[src/present128_key_schedule_top_defines.svh]
// Assertion helpers shared by the key schedule RTL.
`ifndef PRESENT128_KEY_SCHEDULE_TOP_DEFINES_SVH
`define PRESENT128_KEY_SCHEDULE_TOP_DEFINES_SVH

// Same-cycle implication, disabled during reset.
`define P128KS_ASSERT_NOW(label, clk, rst, ante, cons, msg) \
   label: assert property (@(posedge clk) disable iff (rst) (ante) |-> (cons)) \
      else $error(msg);

// Next-cycle implication, disabled during reset.
`define P128KS_ASSERT_NEXT(label, clk, rst, ante, cons, msg) \
   label: assert property (@(posedge clk) disable iff (rst) (ante) |=> (cons)) \
      else $error(msg);

`endif

[src/p128ks_pkg.sv]
`default_nettype none

package p128ks_pkg;

   localparam int unsigned HALF_W  = 64;
   localparam int unsigned INDEX_W = 5;

   typedef logic [HALF_W-1:0]  key_half_type;
   typedef logic [INDEX_W-1:0] round_index_type;
   typedef logic [3:0]         nibble_type;

   typedef struct packed {
      key_half_type hi;
      key_half_type lo;
   } key_state_type;

   typedef nibble_type sbox_array_type [16];

   localparam sbox_array_type SBOX = '{
      4'hC, 4'h5, 4'h6, 4'hB, 4'h9, 4'h0, 4'hA, 4'hD,
      4'h3, 4'hE, 4'hF, 4'h8, 4'h4, 4'h7, 4'h1, 4'h2
   };

   // One schedule round: rotate left by 61, S-box the top two nibbles,
   // fold the round counter into bits 66..62.
   function automatic key_state_type schedule_round(key_state_type cur,
                                                    round_index_type ctr);
      key_state_type nxt;
      nxt.hi = {cur.hi[2:0], cur.lo[HALF_W-1:3]};
      nxt.lo = {cur.lo[2:0], cur.hi[HALF_W-1:3]};
      nxt.hi[HALF_W-1 -: 4] = SBOX[nxt.hi[HALF_W-1 -: 4]];
      nxt.hi[HALF_W-5 -: 4] = SBOX[nxt.hi[HALF_W-5 -: 4]];
      nxt.hi[2:0] = nxt.hi[2:0] ^ ctr[4:2];
      nxt.lo[HALF_W-1 -: 2] = nxt.lo[HALF_W-1 -: 2] ^ ctr[1:0];
      return nxt;
   endfunction

endpackage

`default_nettype wire

[src/p128ks_if.sv]
`default_nettype none

// Key channel: one transaction carries a full 128-bit key.
interface p128ks_req_if import p128ks_pkg::*; ();
   logic         valid;
   logic         ready;
   key_half_type key_high;
   key_half_type key_low;

   modport source (output valid, output key_high, output key_low, input ready);
   modport sink   (input valid, input key_high, input key_low, output ready);
endinterface

// Subkey channel: one transaction per round subkey.
interface p128ks_rsp_if import p128ks_pkg::*; ();
   logic            valid;
   logic            ready;
   key_half_type    subkey;
   round_index_type round_index;
   logic            last;

   modport source (output valid, output subkey, output round_index, output last,
                   input ready);
   modport sink   (input valid, input subkey, input round_index, input last,
                   output ready);
endinterface

`default_nettype wire

[src/present128_key_schedule_top.sv]
// PRESENT-128 key schedule.
// req_if takes a 128-bit key (key_high = bits 127..64, key_low = 63..0) as
// one valid/ready transaction. rsp_if then delivers NUM_SUBKEYS subkeys in
// order, each with its round_index (0 first) and last set on the final one.
// Latency: subkey 0 is valid the cycle after the key is accepted.
// Throughput: one subkey per cycle when the receiver never stalls. The
// figure comes from the single schedule-round unit that updates the
// 128-bit key register once per delivered subkey.
// The next key is accepted in the same cycle the last subkey is taken, so
// runs follow each other with no gap.
// The key register doubles as the output register: a stall on rsp_if
// (ready low) freezes it, holding the current subkey stable, and req_if
// stays not ready until the run's last subkey is taken.
// Synchronous active-high reset drops rsp_if valid and makes req_if ready;
// any run in progress is discarded.
`default_nettype none
`include "present128_key_schedule_top_defines.svh"

module present128_key_schedule_top import p128ks_pkg::*; #(
   parameter int unsigned NUM_SUBKEYS = 32
) (
   input  wire logic      clock,
   input  wire logic      reset,
   p128ks_req_if.sink     req_if,
   p128ks_rsp_if.source   rsp_if
);

   localparam round_index_type LAST_INDEX = INDEX_W'(NUM_SUBKEYS - 1);

   key_state_type   key_ff, key_in;
   round_index_type idx_ff, idx_in;
   logic            busy_ff, busy_in;

   logic key_acc;
   logic rsp_acc;
   logic at_last;

   assign at_last = (idx_ff == LAST_INDEX);
   assign rsp_acc = busy_ff && rsp_if.ready;

   // Free, or the final subkey leaves this cycle.
   assign req_if.ready = !busy_ff || (rsp_acc && at_last);
   assign key_acc      = req_if.valid && req_if.ready;

   always_comb begin
      key_in  = key_ff;
      idx_in  = idx_ff;
      busy_in = busy_ff;
      if (key_acc) begin
         key_in.hi = req_if.key_high;
         key_in.lo = req_if.key_low;
         idx_in    = '0;
         busy_in   = 1'b1;
      end else if (rsp_acc) begin
         if (at_last) begin
            busy_in = 1'b0;
         end else begin
            idx_in = idx_ff + 1'b1;
            key_in = schedule_round(key_ff, idx_ff + 1'b1);
         end
      end
   end

   always_ff @(posedge clock) begin
      if (reset) begin
         busy_ff <= 1'b0;
         idx_ff  <= '0;
      end else begin
         busy_ff <= busy_in;
         idx_ff  <= idx_in;
      end
   end

   always_ff @(posedge clock) begin
      key_ff <= key_in;
   end

   assign rsp_if.valid       = busy_ff;
   assign rsp_if.subkey      = key_ff.hi;
   assign rsp_if.round_index = idx_ff;
   assign rsp_if.last        = at_last;

   `P128KS_ASSERT_NOW(a_accept_only_at_end, clock, reset,
      key_acc && busy_ff, rsp_acc && at_last,
      "key accepted while a run is still in progress")
   `P128KS_ASSERT_NEXT(a_first_subkey, clock, reset,
      key_acc,
      rsp_if.valid && rsp_if.round_index == '0 && rsp_if.subkey == $past(req_if.key_high),
      "first subkey is not the key's upper half")
   `P128KS_ASSERT_NEXT(a_index_steps, clock, reset,
      rsp_acc && !at_last,
      rsp_if.valid && rsp_if.round_index == INDEX_W'($past(idx_ff) + 1'b1),
      "round index did not advance by one")
   `P128KS_ASSERT_NEXT(a_run_ends, clock, reset,
      rsp_acc && at_last && !key_acc,
      !rsp_if.valid,
      "subkeys continue past the last one")

endmodule

`default_nettype wire

[src/flat_wrapper.sv]
// flat-port wrapper written by rule: the top's interface ports become plain ports
module present128_key_schedule_top_flat import p128ks_pkg::*;
#(
   parameter int unsigned NUM_SUBKEYS = 32
)
  (clock, reset, req_if_valid, req_if_key_high, req_if_key_low, req_if_ready, rsp_if_valid, rsp_if_subkey, rsp_if_round_index, rsp_if_last, rsp_if_ready);
  p128ks_req_if req_if_i ();
  p128ks_rsp_if rsp_if_i ();
  input  wire logic clock;
  input  wire logic reset;
  input wire logic [$bits(req_if_i.valid)-1:0] req_if_valid;
  input wire logic [$bits(req_if_i.key_high)-1:0] req_if_key_high;
  input wire logic [$bits(req_if_i.key_low)-1:0] req_if_key_low;
  output wire logic [$bits(req_if_i.ready)-1:0] req_if_ready;
  output wire logic [$bits(rsp_if_i.valid)-1:0] rsp_if_valid;
  output wire logic [$bits(rsp_if_i.subkey)-1:0] rsp_if_subkey;
  output wire logic [$bits(rsp_if_i.round_index)-1:0] rsp_if_round_index;
  output wire logic [$bits(rsp_if_i.last)-1:0] rsp_if_last;
  input wire logic [$bits(rsp_if_i.ready)-1:0] rsp_if_ready;
  assign req_if_i.valid = req_if_valid;
  assign req_if_i.key_high = req_if_key_high;
  assign req_if_i.key_low = req_if_key_low;
  assign req_if_ready = req_if_i.ready;
  assign rsp_if_valid = rsp_if_i.valid;
  assign rsp_if_subkey = rsp_if_i.subkey;
  assign rsp_if_round_index = rsp_if_i.round_index;
  assign rsp_if_last = rsp_if_i.last;
  assign rsp_if_i.ready = rsp_if_ready;
  present128_key_schedule_top #(.NUM_SUBKEYS(NUM_SUBKEYS)) u_core (.clock(clock), .reset(reset), .req_if(req_if_i), .rsp_if(rsp_if_i));
endmodule
[config.mk]
export PLATFORM = sky130hd
export DESIGN_NAME = present128_key_schedule_top_flat
export DESIGN_NICKNAME = d
export VERILOG_FILES = /design/src/p128ks_pkg.sv /design/src/p128ks_if.sv /design/src/present128_key_schedule_top.sv /design/src/flat_wrapper.sv
export VERILOG_INCLUDE_DIRS = /design/src /design/src/src
export SDC_FILE = /design/constraint.sdc
export NUM_CORES = 1
export LEC_CHECK = 0
export BUFFER_PORTS_ARGS = -buffer_cell sky130_fd_sc_hd__buf_2
export CAP_MARGIN = 0
export CELL_PAD_IN_SITES_DETAIL_PLACEMENT = 1
export CELL_PAD_IN_SITES_GLOBAL_PLACEMENT = 2
export CORE_MARGIN = 4
export CORE_UTILIZATION = 37
export CTS_BUF_LIST = sky130_fd_sc_hd__clkbuf_8
export CTS_CLUSTER_SIZE = 12
export DETAILED_ROUTE_END_ITERATION = 16
export PLACE_DENSITY_LB_ADDON = 0.1
export SETUP_SLACK_MARGIN = 0.5
export SLEW_MARGIN = 30
export SYNTH_ARGS = -nofsm -noshare
export SYNTH_HDL_FRONTEND = slang
export SYNTH_SLANG_ARGS = --single-unit
[constraint.sdc]
create_clock -name clock -period 12 [get_ports clock]
set_input_delay 2.4 -clock clock [delete_from_list [all_inputs] [get_ports clock]]
set_output_delay 2.4 -clock clock [all_outputs]
set_load 0.005 [all_outputs]
==> run metrics, run 1 <==
CTS tree=yes; via count=between 3000 and 4000; Layout Utilization=0.4384; Horiz. Die Dim=between 100 and 150 um; status=finished clean; net count after synthesis=around 560; area grow syn2layout=15.12%; Internal=~0.87 mW; switching share of power=0.2595; Num CTS Buffers=17; global-route wire length before repair=between 20000 and 25000 um; Syn Area/Cell=16.57 sq um; later-pin clock latency in the skew report=roughly 0.43 ns; Detailed Route WL=14910 um; FP Rows=between 40 and 50; TNS Setup=0 ns; Unique masters post-synth=31; drt pass-1 iters=4; Leakage=about 3.4 nW; via/cell ratio=around 4.7; kind of critical path=in2out; Worst EP required=9.60 ns; grt total ovfl=0; H-tree levels=4; CTS max path bufs=2; largest net degree at the start of global routing=a little under 80; die outline area=about 0.021 sq mm; Ys Warns=0; nets@finish=705; CTS Hold Bufs=0; number of I/O port buffers=~200; Max VDD drop=~0.067 mV; share of total power in combinational logic=0.167; GP Congestion=approximately 0.76; Post-Synthesis Cell Area=~0.0069 sq mm; Max-Cap Viols=0; final setup margin=approximately 6.6 ns; clock group share of total power=0.308; Final Slew Violations=0; # clock sinks=approximately 130; antenna violations before repair=1; drt initial violations=160; FF+latch count, synth=134; Crit. End Element=primary output; minimum clock period=around 5.4 ns; crit path launch type=input pin; RSZ-0062 raised after global routing=false; setup violators final=0; area of the core=0.01815 sq mm; worst-margin pin slew=~0.94 ns; Die Span Y=between 100 and 150 um; DP HPWL=10500 um; worst hold slack=around 0.55 ns; Setup Skew=around 0.017 ns; sequential share of power=0.525; ANT nets after route=0; routed length per instance=~19 um; fraction of registers with async set/reset=0; Gates resized, CTS repair=0; PD cells=148.5 mW/mm^2; # DRC=0; Rel. slew slack=0.3734; clk root buf=clkbuf_8; sequential fraction of the synthesis area=0.5735; Main synth FF type=edfxtp_1; fill count=1890; Switch Pwr=between 0.3 and 0.4 mW; Total Routing Usage GR=0.1398; Final Hold Vio Count=0; fin crit share=0.4487; maximum clock frequency=roughly 190 MHz; dpl ws=approximately 6.6 ns; Reg clk slew, reported paths=0.09 ns; I/O Pins=204; number of flops mapped to enable cells by yosys=between 100 and 150; WP data arrival=around 3.0 ns; post-CTS setup buffers=0; Placed Cells=771; vias in the first global route=approximately 4100; Synth Instances=about 420; final non-filler cell total=between 800 and 900; worst min path class=reg2reg; Initial Util=0.3809; Critical Path Fanout Max=7; layout cell share with drive strength beyond 1=0.6394
==> final timing paths <==
path	to	depth (start not counted)	slack, ns	start
worst max-delay path	req_if_ready	4	6.62	rsp_if_ready
worst min-delay path	u_core.rsp_if.subkey[33]	1	0.55	u_core.key_ff[36]
worst max register to register	u_core.key_ff[60]	8	8.55	u_core.rsp_if.round_index[0]
worst min register to register	u_core.rsp_if.subkey[33]	1	0.55	u_core.key_ff[36]
==> power groups by stage <==
stage               Sequential (mW)  Combinational (mW)  Clock [mW]
finish                        0.620               0.197       0.364
global route                  0.627               0.217       0.401
CTS                           0.621               0.202       0.379
detailed placement            0.631               0.201           0
global placement              0.630               0.197           0
floorplan                     0.624               0.171           0
==> registers in the layout (all words and copies together) (netlist names) <==
name	flops
u_core.rsp_if.subkey	64
u_core.rsp_if.round_index	5
u_core.key_ff	64
u_core.rsp_if.valid	1
==> cells by family (layout without fill, tap and decap cells) <==
logic type	after synthesis	after routing	share of synthesized area
AND/OR/NAND/NOR	21	21	0.01992
AO/OA/AOI/OAI	19	19	0.01792
XOR/XNOR	11	11	0.01394
multiplexers	130	130	0.2491
flip-flops	134	134	0.5735
buffers and inverters	90	247	0.1039
other	0	2	0
adder cells (fa/ha/maj)	12	12	0.02172
==> stage by stage <==
| step | power (mW) | cell area, sq um |
|---|---|---|
| global placement | 0.8263 | 7566 |
| finish | 1.181 | 7956 |
| floorplan | 0.7952 | 6912 |
| detailed placement | 0.8311 | 7566 |
| CTS | 1.202 | 7948 |
| global route | 1.245 | 7951 |
==> placed cells by master (no fill, tap or decap), types with 2 or more instances in the layout <==
master     instances
dfxtp_1            6
nand3_1            5
inv_1              8
clkbuf_8          17
mux4_2             4
o21ai_0            9
o2bb2ai_1          2
xor2_1             3
buf_2            203
clkinv_4           6
inv_6              3
xnor2_1            8
o21bai_1           2
a21oi_1            3
diode_2            2
inv_8              2
mux2i_1            4
nor3_1             4
edfxtp_1         128
ha_1              12
nor3b_1            4
mux2_4            58
buf_4              2
mux2_2            64
nor2_1             2
==> final cells by class <==
class                      instances  area (sq um)  area share
antenna                            2         5.005   0.0006290
clock inverter                    15         147.6     0.01856
inverter                           9         36.28    0.004560
clock buffer                      17         234.0     0.02941
multi-input combinational        193          2241      0.2816
tap                              229         286.5     0.03601
timing repair buffer             206          1042      0.1310
sequential                       134          3964      0.4982
==> layer usage <==
| metal | part of all wire | up-vias | global-route usage |
|---|---|---|---|
| met5 | 0.00087 | - | 0 |
| met4 | 0.0071 | 2 | 0.03780 |
| met2 | 0.49 | 117 | 0.2265 |
| li1 | - | 1787 | - |
| met1 | 0.44 | 1840 | 0.1798 |
| met3 | 0.067 | 8 | 0.04798 |
==> cells in the mapped netlist (4+ instances only) <==
library cell  count  area [sq um]
edfxtp_1        128          3844
buf_4            70         525.5
mux2_2           64         720.7
mux2_4           58         870.8
ha_1             12         150.1
o21ai_0           9         45.04
inv_1             8         30.03
xnor2_1           8         70.07
buf_12            7         140.1
dfxtp_1           6         120.1
nand3_1           5         25.02
a21oi_1           4         20.02
mux2i_1           4         40.04
mux4_2            4         90.09
nor3_1            4         20.02
nor3b_1           4         30.03
==> critical path, stage by stage <==
cell,delay [ns]
buf_2,0.13
a21boi_4,0.22
inv_4,0.09
buf_2,0.14
Note: power is estimated with default switching activity, not from simulation.
==> run 2, diff against run 1 <==
Clock period 12 ns to 5.06 ns, I/O delays scaled along.
==> run metrics, run 2 (synthesis gave the netlist of run 1 again) <==
commonest non-fill, non-tap cell in the layout=buf_2; Worst EP required=4.05 ns (-5.55 ns); Setup Skew=0.01212 ns (-0.004541 ns); Initial Util=0.3809 (unchanged); CTS tree=yes; drt initial violations=193 (+21%); Placed Cells=771 (unchanged); nets@finish=705 (unchanged); Final Slew Violations=0 (unchanged); WP data arrival=1.96 ns (-1.02 ns); TNS Setup=0 ns (unchanged); Rel. slew slack=0.5197 (+0.1463); final setup margin=2.088 ns (-4.528 ns); Reg clk slew, reported paths=0.08 ns (about the same); final non-filler cell total=803 (-0.25%); Design Power=2.926 mW (+150%); Total Routing Usage GR=0.1400 (+0.0001982); antenna violations before repair=2 (+1); Max VDD drop=0.1584 mV (+140%); Horiz. Die Dim=144.7 um (unchanged); Detailed Route WL=14990 um (+0.54%); Final Hold Vio Count=0 (unchanged); worst-margin pin slew=0.7205 ns (-0.2195 ns); maximum clock frequency=approximately 340 MHz; clk root buf=clkbuf_8; # clock sinks=134 (unchanged); grt total ovfl=0 (unchanged); area of the core=0.01815 sq mm (unchanged); crit path launch type=flip-flop; drt pass-1 iters=4 (unchanged); RR Startpoint=u_core.rsp_if.round_index[0]; CP cell instances=ha_1 -> and3_1 -> ha_1 -> a21boi_4 -> inv_4 -> buf_2; via/cell ratio=4.659 (about the same); DP HPWL=10590 um (+0.78%); setup violators final=0 (unchanged); largest net degree at the start of global routing=129 (+65%); FP Rows=49 (unchanged); later-pin clock latency in the skew report=0.43 ns (about the same); crit path buf inv count=2 (-1); PD cells=364.2 mW/mm^2 (+150%); slowest stage cell, crit path=dfxtp_1; CP max stage delay=0.36 ns (+0.14 ns); Top Family by Delay on Critical Path=adder cells; layout cell share with drive strength beyond 1=0.6376 (-0.001742); ant diodes=0 (-2); RSZ-0062 raised after global routing=false; status=finished clean; Critical Path Fanout Max=7 (unchanged); Layout Utilization=0.4428 (+0.004343); die outline area=0.02093 sq mm (unchanged); I/O Pins=204 (unchanged); H-tree levels=4 (unchanged); dpl ws=2.037 ns (-4.572 ns); via count=3741 (-0.35%); Hold Path Origin=u_core.key_ff[40]; vias in the first global route=4095 (+0.17%); minimum clock period=2.972 ns; Crit path top cell by count=ha_1; worst hold slack=0.5481 ns (+0.0005460 ns); Die Span Y=144.7 um (unchanged); Crit. End Element=primary output; Gates resized, CTS repair=0 (unchanged); Num CTS Buffers=17 (unchanged); Leakage=3.418 nW (+1.1%); routed length per instance=18.67 um (+0.79%); worst min path class=reg2reg; ANT nets after route=0 (unchanged); # DRC=0 (unchanged); crit path launch=u_core.rsp_if.round_index[0]; placed instance area=0.007599 sq mm (+0.43%); kind of critical path=reg2out; commonest cells after routing, fill and taps aside=buf_2 (203), edfxtp_1 (128), mux2_2 (64); global-route wire length before repair=22190 um (-0.56%); Max-Cap Viols=0 (unchanged); area grow syn2layout=16.26%; CTS Hold Bufs=0 (unchanged); fin area=0.008035 sq mm (+0.99%); post-CTS setup buffers=0 (unchanged); fin crit share=0.5874; number of I/O port buffers=203 (unchanged); CTS max path bufs=2 (unchanged); GP Congestion=0.7871 (+3.2%)
## run 2: per-layer routing
metal | up-vias | global-route usage | wire, um
li1 | 1784 | - | -
met1 | 1800 | 0.1807 | 6522
met2 | 134 | 0.2180 | 7045
met3 | 19 | 0.05389 | 1206
met4 | 4 | 0.04566 | 198
met5 | - | 0 | 21
## run 2: where the power goes
part | switching, mW | leakage (nW) | total [mW] | internal [mW]
Clock | 0.442 | 0.217 | 0.984 | 0.541
Sequential | 0.0711 | 1.31 | 1.47 | 1.40
Combinational | 0.196 | 1.89 | 0.474 | 0.278
Total | 0.709 | 3.42 | 2.93 | 2.22
## run 2: area by class of cell
type,count,area [sq um]
inverter,9,36.28
tap,229,286.5
timing repair buffer,206,1071
clock inverter,15,202.7
fill,1876,10110
multi-input combinational,193,2241
clock buffer,17,234.0
sequential,134,3964
## run 2: path summary, 6_finish.rpt
kind / to / slack (ns) / cells past startpoint
max: req_if_ready / 2.09 / 6
min: u_core.rsp_if.subkey[37] / 0.55 / 1
max reg2reg: u_core.key_ff[26] / 2.19 / 8
min reg2reg: u_core.rsp_if.subkey[37] / 0.55 / 1
## run 2: worst register-to-register path: stages, from the launching register on
cell and delay (ns):
dfxtp_1 0.36, ha_1 0.26, and3_1 0.19, ha_1 0.25
a21boi_4 0.23, inv_4 0.10, nand2_8 0.42, buf_16 0.40
mux2_2 0.41
==> run 3, diff against run 2 <==
Settings changed: CORE_UTILIZATION 37 to 33.
Clock period 5.06 ns to 2.4 ns, I/O delays scaled along.
==> run metrics, run 3 (synthesis gave the netlist of run 1 again) <==
status=finished clean; area grow syn2layout=36.13%; Reg clk slew, reported paths=0.08 ns (about the same); Total Routing Usage GR=0.1477 (+0.007720); area of the core=0.02043 sq mm (+13%); TNS Setup=0 ns (unchanged); via count=4082 (+9.1%); worst-margin pin slew=0.3907 ns (-0.3298 ns); RSZ-0062 raised after global routing=true; maximum clock frequency=464.7 MHz; Worst EP required=1.92 ns (-2.13 ns); R2R Setup Slk=0.27 ns (-1.92 ns); H-tree levels=4 (unchanged); Max VDD drop=0.2685 mV (+70%); drt pass-1 iters=4 (unchanged); nets@finish=763 (+8.2%); Leakage=4.237 nW (+24%); vias in the first global route=4418 (+7.9%); die outline area=0.02332 sq mm (+11%); drt initial violations=217 (+12%); Critical Path Fanout Max=5 (-2); antenna violations before repair=2 (unchanged); layout cell share with drive strength beyond 1=0.6883 (+0.05066); largest net degree at the start of global routing=26 (-80%); later-pin clock latency in the skew report=0.44 ns (about the same); Layout Utilization=0.4606 (+0.01778); FP Rows=52 (+6.1%); minimum clock period=2.152 ns; Num CTS Buffers=17 (unchanged); PD cells=671.6 mW/mm^2 (+84%); CTS Hold Bufs=0 (unchanged); Final Slew Violations=0 (unchanged); FF-to-FF End=u_core.key_ff[17]; Crit. End Element=primary output; # clock sinks=134 (unchanged); FF-to-FF path depth=9 (+1); Placed Cells=821 (+6.5%); setup violators final=0 (unchanged); hold depth=2 (+1); Setup Skew=0.01392 ns (+0.001803 ns); Design Power=6.319 mW (+120%); GP Congestion=0.8037 (+2.1%); kind of critical path=reg2out; fin crit share=0.8967; Final Hold Vio Count=0 (unchanged); commonest non-fill, non-tap cell in the layout=buf_2; Detailed Route WL=18480 um (+23%); ANT nets after route=0 (unchanged); placed instance area=0.008077 sq mm (+6.3%); Hold Path Origin=reset; RR Startpoint=u_core.rsp_if.round_index[0]; commonest cells after routing, fill and taps aside=buf_2 (201), edfxtp_1 (128), mux2_4 (122); Die Span Y=152.7 um (+5.6%); # DRC=0 (unchanged); CTS tree=yes; global-route wire length before repair=26250 um (+18%); worst min path class=in2reg; fin area=0.009409 sq mm (+17%); number of I/O port buffers=203 (unchanged); CTS max path bufs=2 (unchanged); WP data arrival=1.67 ns (-0.29 ns); Rel. slew slack=0.7395 (+0.2199); Max-Cap Viols=0 (unchanged); via/cell ratio=4.520 (-3.0%); Horiz. Die Dim=152.7 um (+5.6%); clk root buf=clkbuf_8; I/O Pins=204 (unchanged); routed length per instance=20.47 um (+9.6%); crit path launch type=flip-flop; Hold Path Sink=u_core.rsp_if.round_index[0]; DP HPWL=11850 um (+12%); grt total ovfl=0 (unchanged); Initial Util=0.3383 (-0.04255); final non-filler cell total=903 (+12%)
==> run 3: final cells by class <==
cell class | instances | area [sq um]
fill | 2091 | 11020
sequential | 134 | 3971
multi-input combinational | 193 | 2529
timing repair buffer | 264 | 2182
tap | 270 | 337.8
clock buffer | 17 | 234.0
clock inverter | 15 | 116.4
inverter | 9 | 36.28
antenna | 1 | 2.502
==> run 3: how the worst max path moves through the flow <==
stage                     depth (start not counted)  slack [ns]                         start                  endpoint
final                                             6        0.25  u_core.rsp_if.round_index[0]              req_if_ready
after global routing                              6        0.16  u_core.rsp_if.round_index[1]              req_if_ready
after CTS                                         6        0.20  u_core.rsp_if.round_index[1]              req_if_ready
after detailed placement                          8        0.18  u_core.rsp_if.round_index[0]  u_core.rsp_if.subkey[47]
after global placement                            8        0.22  u_core.rsp_if.round_index[0]         u_core.key_ff[43]
after floorplan                                   6       -1.10  u_core.rsp_if.round_index[0]          u_core.key_ff[0]
==> run 3: repair_timing <==
action / CTS / global route
setup endpoints to repair: 252 / 259
buffers inserted: 17 / 8
cloned: 8 / 16
pin swaps: 2 / 4
resized for setup: 21 / 14
==> run 3: critical path: stages, from the launching register on <==
cell	delay [ns]
dfxtp_4	0.36
ha_4	0.16
and3_4	0.18
ha_4	0.17
a21boi_4	0.16
inv_4	0.08
buf_6	0.12
==> run 3: through the flow <==
step | hold slack (ns) | worst slack, ns
after CTS | 0.2465 | 0.1951
final | 0.2772 | 0.2480
after global routing | 0.2596 | 0.1562
after global placement | 0.5281 | 0.2205
after detailed placement | 0.5348 | 0.1797
after floorplan | 0.5144 | -1.096
==> run 3: metal layers <==
metal  wire (um)  track usage  part of all wire  vias up
met5          19            0            0.0010        -
met4         206      0.04752             0.011        4
met3        1133      0.05055             0.061       19
met2        9059       0.2348              0.49      133
met1        8065       0.1904              0.44     2021
li1            -            -                 -     1905
==> run 3: where the power goes <==
| part | total [mW] | switching, mW | internal (mW) |
|---|---|---|---|
| Clock | 1.75 | 1.02 | 0.733 |
| Combinational | 1.45 | 0.519 | 0.936 |
| Sequential | 3.11 | 0.168 | 2.94 |
